File: src/rtl/ssp_pkg.sv
package ssp_pkg;

    typedef enum logic [1:0] {
        OP_START = 2'd0,
        OP_BYTE  = 2'd1,
        OP_TICK  = 2'd2,
        OP_NONE  = 2'd3
    } t_op;

    typedef enum logic [2:0] {
        V_OK      = 3'd0,
        V_TIMEOUT = 3'd1,
        V_BADLEN  = 3'd2,
        V_WRONGID = 3'd3,
        V_BADSUM  = 3'd4,
        V_TOOLONG = 3'd5
    } t_verdict;

    typedef enum logic [0:0] {
        KIND_DATA    = 1'b0,
        KIND_VERDICT = 1'b1
    } t_kind;

    typedef enum logic [1:0] {
        REG_EXPECTED_ID = 2'd0,
        REG_CAPACITY    = 2'd1,
        REG_TIMEOUT     = 2'd2,
        REG_UNUSED      = 2'd3
    } t_reg_idx;

    localparam logic [7:0]  RST_EXPECTED_ID = 8'd1;
    localparam logic [7:0]  RST_CAPACITY    = 8'd11;
    localparam logic [15:0] RST_TIMEOUT     = 16'd80;
    localparam logic [7:0]  SYNC_BYTE       = 8'hFF;
    localparam logic [7:0]  MIN_LENGTH      = 8'd2;

    typedef struct packed {
        logic [1:0] operation;
        logic [7:0] rx_byte;
    } t_in_item;

    typedef struct packed {
        logic [0:0] result_kind;
        logic [7:0] payload_byte;
        logic [7:0] payload_index;
        logic [2:0] verdict;
        logic [7:0] status_error;
        logic [7:0] payload_length;
        logic [0:0] last;
    } t_out_item;

    typedef struct packed {
        logic [7:0]  expected_id;
        logic [7:0]  payload_capacity;
        logic [15:0] timeout_ticks;
    } t_cfg;

endpackage

File: src/rtl/ssp_regs.sv
module ssp_regs (
    input  logic               i_clk,
    input  logic               i_rst_n,
    input  logic               psel,
    input  logic               penable,
    input  logic               pwrite,
    input  logic [3:0]         paddr,
    input  logic [31:0]        pwdata,
    output logic [31:0]        prdata,
    output logic               pready,
    output ssp_pkg::t_cfg      o_cfg
);
    import ssp_pkg::*;

    logic [7:0]  r_expected_id;
    logic [7:0]  r_capacity;
    logic [15:0] r_timeout;
    logic        wr_en;
    t_reg_idx    reg_idx;

    assign pready  = 1'b1;
    assign wr_en   = psel && penable && pwrite;
    assign reg_idx = t_reg_idx'(paddr[3:2]);

    always_ff @(posedge i_clk) begin
        if (!i_rst_n) begin
            r_expected_id <= RST_EXPECTED_ID;
            r_capacity    <= RST_CAPACITY;
            r_timeout     <= RST_TIMEOUT;
        end else if (wr_en) begin
            unique case (reg_idx)
                REG_EXPECTED_ID: r_expected_id <= pwdata[7:0];
                REG_CAPACITY:    r_capacity    <= pwdata[7:0];
                REG_TIMEOUT:     r_timeout     <= pwdata[15:0];
                default: ;
            endcase
        end
    end

    always_comb begin
        unique case (reg_idx)
            REG_EXPECTED_ID: prdata = {24'd0, r_expected_id};
            REG_CAPACITY:    prdata = {24'd0, r_capacity};
            REG_TIMEOUT:     prdata = {16'd0, r_timeout};
            default:         prdata = 32'd0;
        endcase
    end

    assign o_cfg.expected_id      = r_expected_id;
    assign o_cfg.payload_capacity = r_capacity;
    assign o_cfg.timeout_ticks    = r_timeout;

endmodule

File: src/rtl/ssp_parse.sv
module ssp_parse #(
    parameter int MAX_FRAME_BYTES = 256
) (
    input  logic               i_clk,
    input  logic               i_rst_n,
    input  logic               i_en,
    input  ssp_pkg::t_in_item  i_item,
    input  ssp_pkg::t_cfg      i_cfg,
    output logic               o_res_valid,
    output ssp_pkg::t_out_item o_res
);
    import ssp_pkg::*;

    localparam logic [8:0] LenMax = 9'(MAX_FRAME_BYTES - 4);

    typedef enum logic [6:0] {
        PH_IDLE = 7'b0000001,
        PH_HUNT = 7'b0000010,
        PH_ID   = 7'b0000100,
        PH_LEN  = 7'b0001000,
        PH_ERR  = 7'b0010000,
        PH_DATA = 7'b0100000,
        PH_CSUM = 7'b1000000
    } t_phase;

    t_phase      r_phase, n_phase;
    logic [7:0]  r_pos, n_pos;
    logic        r_prev_ff, n_prev_ff;
    logic [7:0]  r_seen_id, n_seen_id;
    logic [7:0]  r_len, n_len;
    logic [7:0]  r_err, n_err;
    logic [7:0]  r_sum, n_sum;
    logic [15:0] r_ticks, n_ticks;

    t_op         op;
    logic [7:0]  b;
    logic [7:0]  sum_add;
    logic [7:0]  plen;
    logic [7:0]  pos_inc;
    logic [15:0] ticks_inc;
    logic        is_ff;

    assign op        = t_op'(i_item.operation);
    assign b         = i_item.rx_byte;
    assign is_ff     = (b == SYNC_BYTE);
    assign sum_add   = r_sum + b;
    assign plen      = r_len - MIN_LENGTH;
    assign pos_inc   = r_pos + 8'd1;
    assign ticks_inc = r_ticks + 16'd1;

    always_comb begin
        n_phase     = r_phase;
        n_pos       = r_pos;
        n_prev_ff   = r_prev_ff;
        n_seen_id   = r_seen_id;
        n_len       = r_len;
        n_err       = r_err;
        n_sum       = r_sum;
        n_ticks     = r_ticks;
        o_res_valid = 1'b0;
        o_res       = '0;
        o_res.result_kind = KIND_VERDICT;
        o_res.last        = 1'b1;

        if (op == OP_START) begin
            n_phase   = PH_HUNT;
            n_pos     = '0;
            n_prev_ff = 1'b0;
            n_seen_id = '0;
            n_len     = '0;
            n_err     = '0;
            n_sum     = '0;
            n_ticks   = '0;
        end else if (r_phase != PH_IDLE && op == OP_TICK) begin
            n_ticks = ticks_inc;
            if (ticks_inc >= i_cfg.timeout_ticks) begin
                o_res_valid   = 1'b1;
                o_res.verdict = V_TIMEOUT;
                n_phase       = PH_IDLE;
            end
        end else if (r_phase != PH_IDLE && op == OP_BYTE) begin
            unique case (r_phase)
                PH_HUNT: begin
                    if (is_ff && r_prev_ff) begin
                        n_phase   = PH_ID;
                        n_prev_ff = 1'b0;
                    end else begin
                        n_prev_ff = is_ff;
                    end
                end
                PH_ID: begin
                    if (!is_ff) begin
                        n_seen_id = b;
                        n_sum     = b;
                        n_phase   = PH_LEN;
                    end
                end
                PH_LEN: begin
                    n_len = b;
                    n_sum = sum_add;
                    if (b < MIN_LENGTH || {1'b0, b} > LenMax) begin
                        o_res_valid   = 1'b1;
                        o_res.verdict = V_BADLEN;
                        n_phase       = PH_IDLE;
                    end else begin
                        n_phase = PH_ERR;
                    end
                end
                PH_ERR: begin
                    n_err   = b;
                    n_sum   = sum_add;
                    n_pos   = '0;
                    n_phase = (r_len > MIN_LENGTH) ? PH_DATA : PH_CSUM;
                end
                PH_DATA: begin
                    n_sum               = sum_add;
                    o_res_valid         = 1'b1;
                    o_res.result_kind   = KIND_DATA;
                    o_res.last          = 1'b0;
                    o_res.payload_byte  = b;
                    o_res.payload_index = r_pos;
                    n_pos               = pos_inc;
                    if (pos_inc >= plen) begin
                        n_phase = PH_CSUM;
                    end
                end
                PH_CSUM: begin
                    o_res_valid = 1'b1;
                    n_phase     = PH_IDLE;
                    priority if (r_seen_id != i_cfg.expected_id) begin
                        o_res.verdict = V_WRONGID;
                    end else if (~r_sum != b) begin
                        o_res.verdict = V_BADSUM;
                    end else if (plen > i_cfg.payload_capacity) begin
                        o_res.verdict        = V_TOOLONG;
                        o_res.status_error   = r_err;
                        o_res.payload_length = plen;
                    end else begin
                        o_res.verdict        = V_OK;
                        o_res.status_error   = r_err;
                        o_res.payload_length = plen;
                    end
                end
                default: begin
                    n_phase = PH_IDLE;
                end
            endcase
        end
    end

    always_ff @(posedge i_clk) begin
        if (!i_rst_n) begin
            r_phase   <= PH_IDLE;
            r_pos     <= '0;
            r_prev_ff <= 1'b0;
            r_seen_id <= '0;
            r_len     <= '0;
            r_err     <= '0;
            r_sum     <= '0;
            r_ticks   <= '0;
        end else if (i_en) begin
            r_phase   <= n_phase;
            r_pos     <= n_pos;
            r_prev_ff <= n_prev_ff;
            r_seen_id <= n_seen_id;
            r_len     <= n_len;
            r_err     <= n_err;
            r_sum     <= n_sum;
            r_ticks   <= n_ticks;
        end
    end

endmodule

File: src/rtl/servo_status_packet_parser_core.sv
// Servo status packet parser.
// Input channel (i_in_valid / o_in_ready, i_in_item): one request per item,
// operation start, received bus byte or timer tick. Output channel
// (o_out_valid / i_out_ready, o_out_item): payload bytes as they arrive and
// one final verdict per reception; drop the payload unless the verdict is ok.
// Configuration: APB port, expected id at 0x0, payload capacity at 0x4,
// timeout ticks at 0x8; write only while no request is in flight.
// Path: a request accepted into the input register goes through the parse logic,
// and its result is registered in the output register that drives o_out_valid.
// Throughput: one request per cycle while the receiver takes results; the
// parser state updates once per request in the single parse stage.
// Stall: with i_out_ready low the output register holds its result, the
// input register holds one more request, and o_in_ready then drops.
// Reset (i_rst_n low, synchronous): parser idle, both registers empty,
// configuration back to id 1, capacity 11, timeout 80 ticks.
module servo_status_packet_parser_core #(
    parameter int MAX_FRAME_BYTES = 256
) (
    input  logic               i_clk,
    input  logic               i_rst_n,
    input  logic               i_in_valid,
    output logic               o_in_ready,
    input  ssp_pkg::t_in_item  i_in_item,
    output logic               o_out_valid,
    input  logic               i_out_ready,
    output ssp_pkg::t_out_item o_out_item,
    input  logic               psel,
    input  logic               penable,
    input  logic               pwrite,
    input  logic [3:0]         paddr,
    input  logic [31:0]        pwdata,
    output logic [31:0]        prdata,
    output logic               pready
);
    import ssp_pkg::*;

    t_cfg       cfg;
    logic       r_in_valid;
    t_in_item   r_in_item;
    logic       r_out_valid;
    t_out_item  r_out_item;
    logic       advance;
    logic       proc_en;
    logic       res_valid;
    t_out_item  res;

    ssp_regs u_regs (
        .i_clk   (i_clk),
        .i_rst_n (i_rst_n),
        .psel    (psel),
        .penable (penable),
        .pwrite  (pwrite),
        .paddr   (paddr),
        .pwdata  (pwdata),
        .prdata  (prdata),
        .pready  (pready),
        .o_cfg   (cfg)
    );

    ssp_parse #(
        .MAX_FRAME_BYTES (MAX_FRAME_BYTES)
    ) u_parse (
        .i_clk       (i_clk),
        .i_rst_n     (i_rst_n),
        .i_en        (proc_en),
        .i_item      (r_in_item),
        .i_cfg       (cfg),
        .o_res_valid (res_valid),
        .o_res       (res)
    );

    assign advance    = !r_out_valid || i_out_ready;
    assign proc_en    = r_in_valid && advance;
    assign o_in_ready = !r_in_valid || advance;

    always_ff @(posedge i_clk) begin
        if (!i_rst_n) begin
            r_in_valid <= 1'b0;
        end else if (o_in_ready) begin
            r_in_valid <= i_in_valid;
        end
    end

    always_ff @(posedge i_clk) begin
        if (o_in_ready && i_in_valid) begin
            r_in_item <= i_in_item;
        end
    end

    always_ff @(posedge i_clk) begin
        if (!i_rst_n) begin
            r_out_valid <= 1'b0;
        end else if (advance) begin
            r_out_valid <= proc_en && res_valid;
        end
    end

    always_ff @(posedge i_clk) begin
        if (proc_en && res_valid) begin
            r_out_item <= res;
        end
    end

    assign o_out_valid = r_out_valid;
    assign o_out_item  = r_out_item;

    a_stall_blocks_input: assert property (@(posedge i_clk) disable iff (!i_rst_n)
        (r_in_valid && r_out_valid && !i_out_ready) |-> !o_in_ready)
        else $error("input taken while both stages are full");

    a_data_fields: assert property (@(posedge i_clk) disable iff (!i_rst_n)
        (o_out_valid && o_out_item.result_kind == KIND_DATA) |->
        (o_out_item.last == 1'b0 && o_out_item.verdict == V_OK))
        else $error("payload byte carries verdict fields");

    a_verdict_fields: assert property (@(posedge i_clk) disable iff (!i_rst_n)
        (o_out_valid && o_out_item.result_kind == KIND_VERDICT
         && o_out_item.verdict != V_OK && o_out_item.verdict != V_TOOLONG) |->
        (o_out_item.status_error == 8'd0 && o_out_item.payload_length == 8'd0))
        else $error("failed verdict reports servo error or length");

    a_no_output_without_input: assert property (@(posedge i_clk) disable iff (!i_rst_n)
        (!r_in_valid && advance) |=> !o_out_valid)
        else $error("result produced without a request");

endmodule
File: config.mk
export PLATFORM = sky130hd
export DESIGN_NAME = servo_status_packet_parser_core
export DESIGN_NICKNAME = d
export VERILOG_FILES = /design/src/rtl/ssp_pkg.sv /design/src/rtl/ssp_regs.sv /design/src/rtl/ssp_parse.sv /design/src/rtl/servo_status_packet_parser_core.sv
export SDC_FILE = /design/constraint.sdc
export NUM_CORES = 1
export LEC_CHECK = 0
export BUFFER_PORTS_ARGS = -buffer_cell sky130_fd_sc_hd__buf_2
export CELL_PAD_IN_SITES_DETAIL_PLACEMENT = 2
export CELL_PAD_IN_SITES_GLOBAL_PLACEMENT = 2
export CORE_MARGIN = 2
export CORE_UTILIZATION = 35
export CTS_BUF_LIST = sky130_fd_sc_hd__clkbuf_4 sky130_fd_sc_hd__clkbuf_8 sky130_fd_sc_hd__clkbuf_16
export DETAILED_ROUTE_END_ITERATION = 7
export PLACE_DENSITY = 0.9
export SETUP_SLACK_MARGIN = 0.15
export SYNTH_ARGS = -nofsm -noshare
export SYNTH_HDL_FRONTEND = slang
export SYNTH_SLANG_ARGS = --single-unit
File: constraint.sdc
create_clock -name i_clk -period 6.5 [get_ports i_clk]
set_input_delay 0.325 -clock i_clk [delete_from_list [all_inputs] [get_ports i_clk]]
set_output_delay 0.325 -clock i_clk [all_outputs]
set_load 0.02 [all_outputs]
======== Yosys cells after proc, flatten, opt, wreduce, memory -nomap -nowiden ========
Cells that the tools add are included.
operators by class
  bitwise operators ....................... 4
  order comparisons ....................... 6
  reductions and logical operators ........ 40
  $add $sub $neg .......................... 4
  muxes and demuxes ....................... 58
  equality and inequality tests ........... 21
operator list
  kind                   count
  $mux 8                 19
  $mux 16                5
  $mux 7                 8
  $pmux 16 s3            1
  $pmux 7 s5             1
  $pmux 8 s2             2
  $mux 20                1
  $mux 19                1
  $mux 17                1
  $add 16x1->16 const B  1
  $ge 16x16->1           1
  $ne 8x8->1             2
  $reduce_and 4->1       4
  $mux 1                 12
  $reduce_bool 2->1      6
  $reduce_and 5->1       2
  $mux 3                 3
  $reduce_bool 3->1      3
  $add 8x1->8 const B    1
  $add 8x8->8            1
  $eq 8x8->1 const B     1
  $ge 8x8->1             1
  $gt 8x2->1 const B     1
  $gt 8x8->1             1
  34 further kinds       54
word-level totals
  output and inout port bits .............. 72
  flip-flop bits (word level) ............. 145
  word-level logic and storage cells ...... 155
  input port bits ......................... 53

======== Logic depth before layout (Yosys ltp) ========
Gate-level depths: netlist of run 1.
  word-level depth ........................ 8
  depth in mapped cells ................... 14
  mapped depth without buffers ............ 13

======== Hierarchy ========
A second synthesis of run 1 with hierarchy kept.
second synthesis, totals
  cell total of the unflattened synthesis .. 870
  area total of the unflattened synthesis .. 8,092.8 um^2
by module, submodules not included
  module                           cells an instance  area each (um^2)  instances  sequential area each (um^2)
  ssp_parse                        623                4,914.7           1          1,281.2
  ssp_regs                         187                1,654.1           1          640.6
  servo_status_packet_parser_core  60                 1,524.0           1          1,451.4

======== Worst setup path after synthesis of run 1 ========
Ideal clock, no wire load.
  path kind ............................... reg2reg
  start point ............................. reg u_parse.r_ticks[4]
  end point ............................... reg r_out_item (netlist bit o_out_item[10]), enable pin
  setup slack ............................. 0.677 ns
  cell stages (with the launch flop) ...... 13
  setup time .............................. 0.487 ns
  arrival ................................. 5.336 ns
  buffers on the path ..................... 0
  required time ........................... 6.013 ns
  period minus slack after synthesis ...... 5.823 ns
  cell sequence ........................... dfxtp_1 -> and3_1 -> nand3_1 -> nor3b_1 -> and3_1 -> xor2_1 -> ha_1 -> nand4_1 -> or3_1 -> nor4_1 -> a211o_1 -> a21oi_2 -> a211oi_1
between the ends
  longest elaborated chain between the ends .. 6
RTL lines
  what                    line                                    source
  start, declared         ssp_parse.sv:33                         logic [15:0] r_ticks, n_ticks;
  start signal, assigned  ssp_parse.sv:169                        r_ticks <= n_ticks;
  $add 16x1->16           ssp_parse.sv:49                         assign ticks_inc = r_ticks + 16'd1;
  $ge 16x16->1            ssp_parse.sv:76                         if (ticks_inc >= i_cfg.timeout_ticks) begin
  $mux 1                  ssp_parse.sv:76
  $mux 1                  ssp_parse.sv:74                         end else if (r_phase != PH_IDLE && op == OP_TICK) begin
  $mux 1                  ssp_parse.sv:65                         if (op == OP_START) begin
  $logic_and 1x1->1       servo_status_packet_parser_core.sv:99   if (proc_en && res_valid) begin
  end signal, assigned    servo_status_packet_parser_core.sv:100  r_out_item <= res;
  end, declared           servo_status_packet_parser_core.sv:41   t_out_item r_out_item;
No other way between the ends.
A chain may end at the register's enable or synchronous reset.

======== Worst setup path after layout of run 1 ========
  start point ............................. reg u_parse.r_ticks[0]
  end point ............................... reg u_parse.r_phase[0]
between the ends
  longest elaborated chain between the ends .. 4
RTL lines
  what                        line              source
  $add 16x1->16               ssp_parse.sv:49
  $ge 16x16->1                ssp_parse.sv:76
  $ne 3x2->1 (no line)        n/a
  $reduce_and 6->1 (no line)  n/a
  end signal, assigned        ssp_parse.sv:162  r_phase <= n_phase;
  end, declared               ssp_parse.sv:26   t_phase r_phase, n_phase;
No other way between the ends.

==> results of run 1 <==
power by group:
group	switching (mW)	total [mW]	internal (mW)
clock network	0.455	0.993	0.538
logic	0.0925	0.138	0.0452
registers	0.0183	0.952	0.934
total	0.566	2.08	1.52
cell usage in the layout (no fill, tap or decap), drive strengths merged, types with 26 or more instances in the layout:
master	n
nand2	84
ha	42
nor2	34
nand3	32
dfxtp	98
a21boi	26
edfxtp	46
buf	94
mux2i	50
nor2b	61
inv	50
and2	41
o21ai	40
per-layer routing:
layer	wire (µm)	up-vias
li1	-	3098
met1	11600	3438
met2	15300	192
met3	1050	79
met4	1130	2
met5	12	-
registers in the layout (all words and copies together), names as in the netlist, 10 cells and up:
signal,count
u_parse.r_ticks,16
r_in_item,10
u_regs.r_timeout,16
o_out_item,36
per-stage QoR:
step                instance area [µm²]  hold WS [ps]  worst slack, ps
floorplan                          7980           424              677
global route                       9150          37.9             1520
CTS                                9150          38.7             1690
finish                             9150          46.1             1690
detailed placement                 8570           488             2010
global placement                   8570           468             2060
worst max-delay path, stage by stage, from the launching register on:
cell and delay (ps):
dfxtp_1 470, and3_1 220, nand3_1 210, nor3b_1 640
and3_1 330, xor2_1 320, ha_1 260, nand4_1 160
or3_1 380, nor4_1 290, a211o_1 180, a21oi_2 110
a2111oi_4 790, mux2_4 350
kinds of logic (layout without fill, tap and decap cells):
family                     Yosys count  in the layout  synth area share, %
other                                2             18               0.0948
adders and majority gates           43             43                 6.89
DFF                                144            144                 42.2
muxes                               52             52                 6.65
buffers and inverters               94            170                 5.37
AOI/OAI and AO/OA                  137            137                 11.6
xor gates and xnor gates            40             40                 4.42
and+or+nand+nor                    340            340                 22.8
worst max path at each step:
| stage | from | end | depth (start not counted) |
|---|---|---|---|
| floorplan | u_parse.r_ticks[4] | o_out_item[10] | 12 |
| global placement | u_parse.r_ticks[4] | u_parse.r_phase[0] | 13 |
| detailed placement | u_parse.r_ticks[4] | u_parse.r_phase[0] | 13 |
| CTS | u_parse.r_ticks[0] | u_parse.r_phase[0] | 13 |
| global route | u_parse.r_ticks[0] | u_parse.r_phase[0] | 13 |
| finish | u_parse.r_ticks[0] | u_parse.r_phase[0] | 13 |
final cells by class:
cell class,instances,area [µm²],area share [%]
inverter,44,165,1.80
timing repair buffer,94,483,5.28
antenna,1,2.50,0.0273
multi-input combinational,629,4230,46.2
sequential,144,3340,36.5
clock buffer,17,425,4.65
clock inverter,15,150,1.64
tap,285,357,3.90
==> results by group, run 1 <==
STA
  – Final TNS setup: 0 ps
  – Final clock skew: 10.5 ps
  – Period utilization: 73.9%
  – Final hold vios: 0
  – Least-Margin Pin Slew: 1250 ps
  – Slew Limit Headroom: 16.0%
  – Final setup viols: 0
  – Max Clock Freq: 208 MHz
  – RSZ-0062 raised after global routing: false
  – Final Critical Period: 4810 ps
  – Slew Viols, Final: 0

CTS
  – Clk_lat worst skew: 450 ps
  – CTS tree: done
  – Clk sinks: 144
  – Clk buf depth: 2
  – CTS Buf Count: 17
  – Post-CTS Setup Repair Bufs: 0
  – # resized after CTS: 0
  – CTS Root Cell: clkbuf_16
  – Hold-fix buffers, CTS: 0
  – CTS H-tree lvls: 4
  – Worst-path clk slew: 70 ps

Routing
  – Post-detailed-route count of antenna-violating nets: 0
  – Routed Wire Length: 29200 µm
  – Vias/cell: 5.54
  – Number of DRC markers in iteration 0: 377
  – Post-detailed-route DRC marker count: 0
  – Via count: 6809
  – Wirelength per Cell: 23.7 µm
  – 1st-pass router iterations: 5

Pwr
  – Worst vdd ir: 0.000197 V
  – PnR Total Power: 2.08 mW
  – Pwr dens: 228 nW/µm²
  – Leak pwr: 3.84 nW

Critical path
  – CP Max Fanout: 7
  – Reg2reg path depth: 13
  – Data arrival, critical path: 5140 ps
  – Setup crit end kind: register
  – WS Path Type: reg -> reg
  – Crit path required time: 6830 ps
  – Reg-to-reg slack, setup: 1690 ps
  – R2r startpoint: u_parse.r_ticks[0]
  – Critical Path Source Type: register
  – FF-to-FF End: u_parse.r_phase[0]

Logic synthesis
  – Top cells by area, synth: dfxtp_1 25%, edfxtp_1 17%, ha_1 6.6%
  – Register area share after synthesis: 42.2%
  – Commonest cells in the netlist: 98 x dfxtp_1, 84 x nand2_1, 61 x nor2b_1
  – Post-synth EDFFs: 46
  – Ys flop type: dfxtp_1
  – Synth warn: 0
  – Synth area leader: dfxtp_1
  – Mapped Cells: 852
  – Dominant cell by count in the synthesized netlist: dfxtp_1
  – Synth cell types: 58
  – Mapped cell area: 7920 µm²
  – Post-synth top area share: 24.8%
  – Syn Area/Cell: 9.30 µm²
  – Share of synthesized registers carrying an async set or reset: 0%
  – Seq cells post-synth: 144

Min path
  – Hold Path Class: in -> reg
  – Worst hold start: i_in_item[3]
  – Worst hold endpoint: r_in_item[3]
  – Hold depth: 1

Global routing
  – Vias in the first global route: 7664
  – GRT met3 Usage: 4.12%
  – Grt ovf: 0
  – GRT Util Overall: 25.0%
  – Initial antenna violation count: 2
  – First-pass GRT wire length: 45400 µm
  – Met2 Use GR: 45.8%
  – Grt peak-use layer: met2
  – Largest net degree at the start of global routing: 105
  – Met1 GRT Util: 28.1%

Placement
  – Placed Cells incl. Taps: 1196
  – Placer Congestion: 0.818
  – PortBufs: 89
  – DP HPWL: 18900 µm

Die
  – Die area: 23900 µm²
  – DIE WIDTH: 154 µm
  – Die Span Y: 154 µm
  – Core ar.: 22400 µm²
  – Cell Rows: 55
  – I/O pins: 125
  – Initial core utilization: 35.3%

Job
  – Number of max-cap violations: 0

Layout
  – Nets: 1026
  – Core Util, Final: 40.8%
  – Fill cells: 2456
  – Layout area overhead: 15.5%
  – Share of layout cells above drive strength 1: 14.3%
  – Non-filler instance count after layout: 1229

Run status
  – Status: finished, final reports clean
No activity file was read; power rests on OpenSTA's default activity.
==> run 2: changes to the inputs <==
--- a/config.mk
+++ b/config.mk
@@ -9,10 +9,10 @@
 export CELL_PAD_IN_SITES_DETAIL_PLACEMENT = 2
 export CELL_PAD_IN_SITES_GLOBAL_PLACEMENT = 2
 export CORE_MARGIN = 2
-export CORE_UTILIZATION = 35
+export CORE_UTILIZATION = 32
 export CTS_BUF_LIST = sky130_fd_sc_hd__clkbuf_4 sky130_fd_sc_hd__clkbuf_8 sky130_fd_sc_hd__clkbuf_16
 export DETAILED_ROUTE_END_ITERATION = 7
-export PLACE_DENSITY = 0.9
+export PLACE_DENSITY = 0.87
 export SETUP_SLACK_MARGIN = 0.15
 export SYNTH_ARGS = -nofsm -noshare
 export SYNTH_HDL_FRONTEND = slang
==> constraint.sdc (replaced) <==
create_clock -name i_clk -period 3.96 [get_ports i_clk]
set_input_delay 0.198 -clock i_clk [delete_from_list [all_inputs] [get_ports i_clk]]
set_output_delay 0.198 -clock i_clk [all_outputs]
set_load 0.02 [all_outputs]
==> results by group, run 2 (synthesis results as in run 1) <==
STA
  – Final Critical Period: 3850 ps (-954 ps)
  – Final clock skew: 11.0 ps (+0.507 ps)
  – Slew Limit Headroom: 17.4% (+1.3 points)
  – Final setup margin: 108 ps (-1590 ps)
  – Period utilization: 97.3% (+23 points)
  – Hold Slack: 20.0 ps (-26.1 ps)
  – Final setup viols: 0 (unchanged)
  – Final TNS setup: 0 ps (unchanged)
  – RSZ-0062 raised after global routing: false
  – Slew Viols, Final: 0 (unchanged)
  – Max Clock Freq: 260 MHz (+25%)
  – Final hold vios: 0 (unchanged)
  – Least-Margin Pin Slew: 1230 ps (-19.9 ps)

Global routing
  – GRT Util Overall: 21.1% (-3.8 points)
  – Grt peak-use layer: met2
  – Met1 GRT Util: 25.2% (-2.8 points)
  – Initial antenna violation count: 0 (-2)
  – Met2 Use GR: 37.8% (-8.0 points)
  – Vias in the first global route: 7472 (-2.5%)
  – GRT met3 Usage: 3.78% (-0.34 points)
  – Largest net degree at the start of global routing: 55 (-48%)
  – First-pass GRT wire length: 42900 µm (-5.4%)
  – Grt ovf: 0 (unchanged)

CTS
  – CTS H-tree lvls: 4 (unchanged)
  – Clk sinks: 144 (unchanged)
  – CTS Root Cell: clkbuf_16
  – Clk_lat worst skew: 440 ps (about the same)
  – CTS tree: done
  – CTS Buf Count: 17 (unchanged)
  – Worst-path clk slew: 70 ps (about the same)
  – Clk buf depth: 2 (unchanged)

Placement
  – Placed Area: 8710 µm² (+1.6%)
  – PortBufs: 89 (unchanged)
  – Place WS: 160 ps (-1850 ps)
  – Placed Cells incl. Taps: 1238 (+3.5%)
  – DP HPWL: 18300 µm (-3.0%)
  – Placer Congestion: 0.826 (+0.97%)

Pwr
  – Pwr dens: 363 nW/µm² (+60%)
  – Seq pwr share: 45.0% (-0.7 points)
  – PnR Total Power: 3.47 mW (+67%)
  – Worst vdd ir: 0.000233 V (+18%)
  – P_sw: 0.862 mW (+52%)
  – Clock share of power: 48.4% (+0.7 points)
  – Combinational power share: 6.6% (about the same)
  – Net Sw Frac: 24.8% (-2.3 points)
  – Int Pwr: 2.61 mW (+72%)
  – Leak pwr: 3.98 nW (+3.4%)

Die
  – Cell Rows: 57 (+3.6%)
  – Die area: 26000 µm² (+9.1%)
  – Initial core utilization: 32.6% (-2.7 points)
  – Die Span Y: 161 µm (+4.5%)
  – DIE WIDTH: 161 µm (+4.5%)
  – I/O pins: 125 (unchanged)
  – Core ar.: 24300 µm² (+8.4%)

Critical path
  – Crit path required time: 4110 ps (-2720 ps)
  – Setup crit end kind: register
  – Slowest cell delay on critical path: 420 ps (-370 ps)
  – Data arrival, critical path: 4000 ps (-1140 ps)
  – Reg-to-reg slack, setup: 110 ps (-1590 ps)
  – Critical Path Source Type: register
  – WS Path Type: reg -> reg
  – Slowest-stage cell, CP: or3_1
  – CP Max Fanout: 11 (+4)
  – CP Cell Sequence: and4_4 -> and2_1 -> nor3b_4 -> and3_4 -> xor2_1 -> ha_1 -> nand4_1 -> or3_1 -> nor4_2 -> a211o_1 -> a21oi_2 -> a211oi_4 -> buf_12 -> clkbuf_16

Routing
  – Wirelength per Cell: 22.2 µm (-6.5%)
  – Via count: 6831 (+0.32%)
  – Post-detailed-route count of antenna-violating nets: 0 (unchanged)
  – Vias/cell: 5.30 (-4.3%)
  – Post-detailed-route DRC marker count: 0 (unchanged)
  – Routed Wire Length: 28600 µm (-2.1%)
  – Number of DRC markers in iteration 0: 388 (+2.9%)
  – 1st-pass router iterations: 5 (unchanged)

Job
  – Number of max-cap violations: 0 (unchanged)

Layout
  – Nets: 1047 (+2.0%)
  – Max reg flops: 36 (unchanged)
  – Most frequent cells in the layout: 90 x dfxtp_1, 89 x buf_2, 84 x nand2_1
  – Share of layout cells above drive strength 1: 16.9% (+2.6 points)
  – Layout area overhead: 20.5%
  – Commonest non-fill, non-tap cell in the layout: dfxtp_1
  – Post-route cell area: 9550 µm² (+4.3%)
  – Non-filler instance count after layout: 1288 (+4.8%)
  – Core Util, Final: 39.3% (-1.5 points)
  – Ant diodes: 0 (-1)

Min path
  – Hold Path Class: in -> reg

Run status
  – Status: finished, final reports clean
run 2: changes by cell type in the layout (fill, tap and decap cells not counted), sizes merged:
cell	previous run	this run
clkinvlp	2	4
bufinv	1	3
clkbuf	17	19
buf	94	103
dlygate4sd3	0	11
diode	1	0
inv	50	45
run 2: power groups by stage:
stage / combinational (mW) / sequential (mW) / clock, mW
floorplan: 0.152 / 1.58 / 0
global placement: 0.202 / 1.59 / 0
detailed placement: 0.212 / 1.59 / 0
CTS: 0.226 / 1.56 / 1.70
global route: 0.249 / 1.56 / 1.77
finish: 0.230 / 1.56 / 1.68
run 2: what timing repair did:
| action | CTS | global route |
|---|---|---|
| endpoints found under the setup margin | 22 | 43 |
| hold buffers | 11 | 0 |
| setup buffers | 0 | 5 |
| hold endpoints to repair | 11 | 0 |
| resized for setup | 1 | 17 |
| gates cloned | 0 | 2 |
| pin swaps | 0 | 1 |
run 2: final timing paths:
check | startpoint | end | cells after the start
max | u_parse.r_ticks[6] | o_out_item[17] | 14
min | pwdata[13] | u_regs.r_timeout[13] | 3
max reg2reg | u_parse.r_ticks[6] | o_out_item[17] | 14
min reg2reg | u_regs.r_timeout[10] | u_regs.r_timeout[10] | 2
run 2: cell type report:
class	instances	area, µm²
Clock buffer	18	433
Clock inverter	14	165
Fill cell	2632	14800
Inverter	44	165
Multi-Input combinational cell	629	4300
Sequential cell	144	3360
Tap cell	324	405
Timing Repair Buffer	115	722
run 2: layer usage:
| metal | vias to the layer above | part of all wire [%] |
|---|---|---|
| met5 | - | 0 |
| met1 | 3468 | 41 |
| li1 | 3142 | - |
| met4 | 0 | 2.5 |
| met3 | 52 | 3.3 |
| met2 | 169 | 53 |
run 2: critical path, delay by kind of cell (launching register included):
kind | cells | cell delay (ps)
buffers and inverters | 2 | 340
DFF | 1 | 370
xor gates and xnor gates | 1 | 80
AOI/OAI and AO/OA | 3 | 670
adders and majority gates | 1 | 300
and+or+nand+nor | 7 | 1800
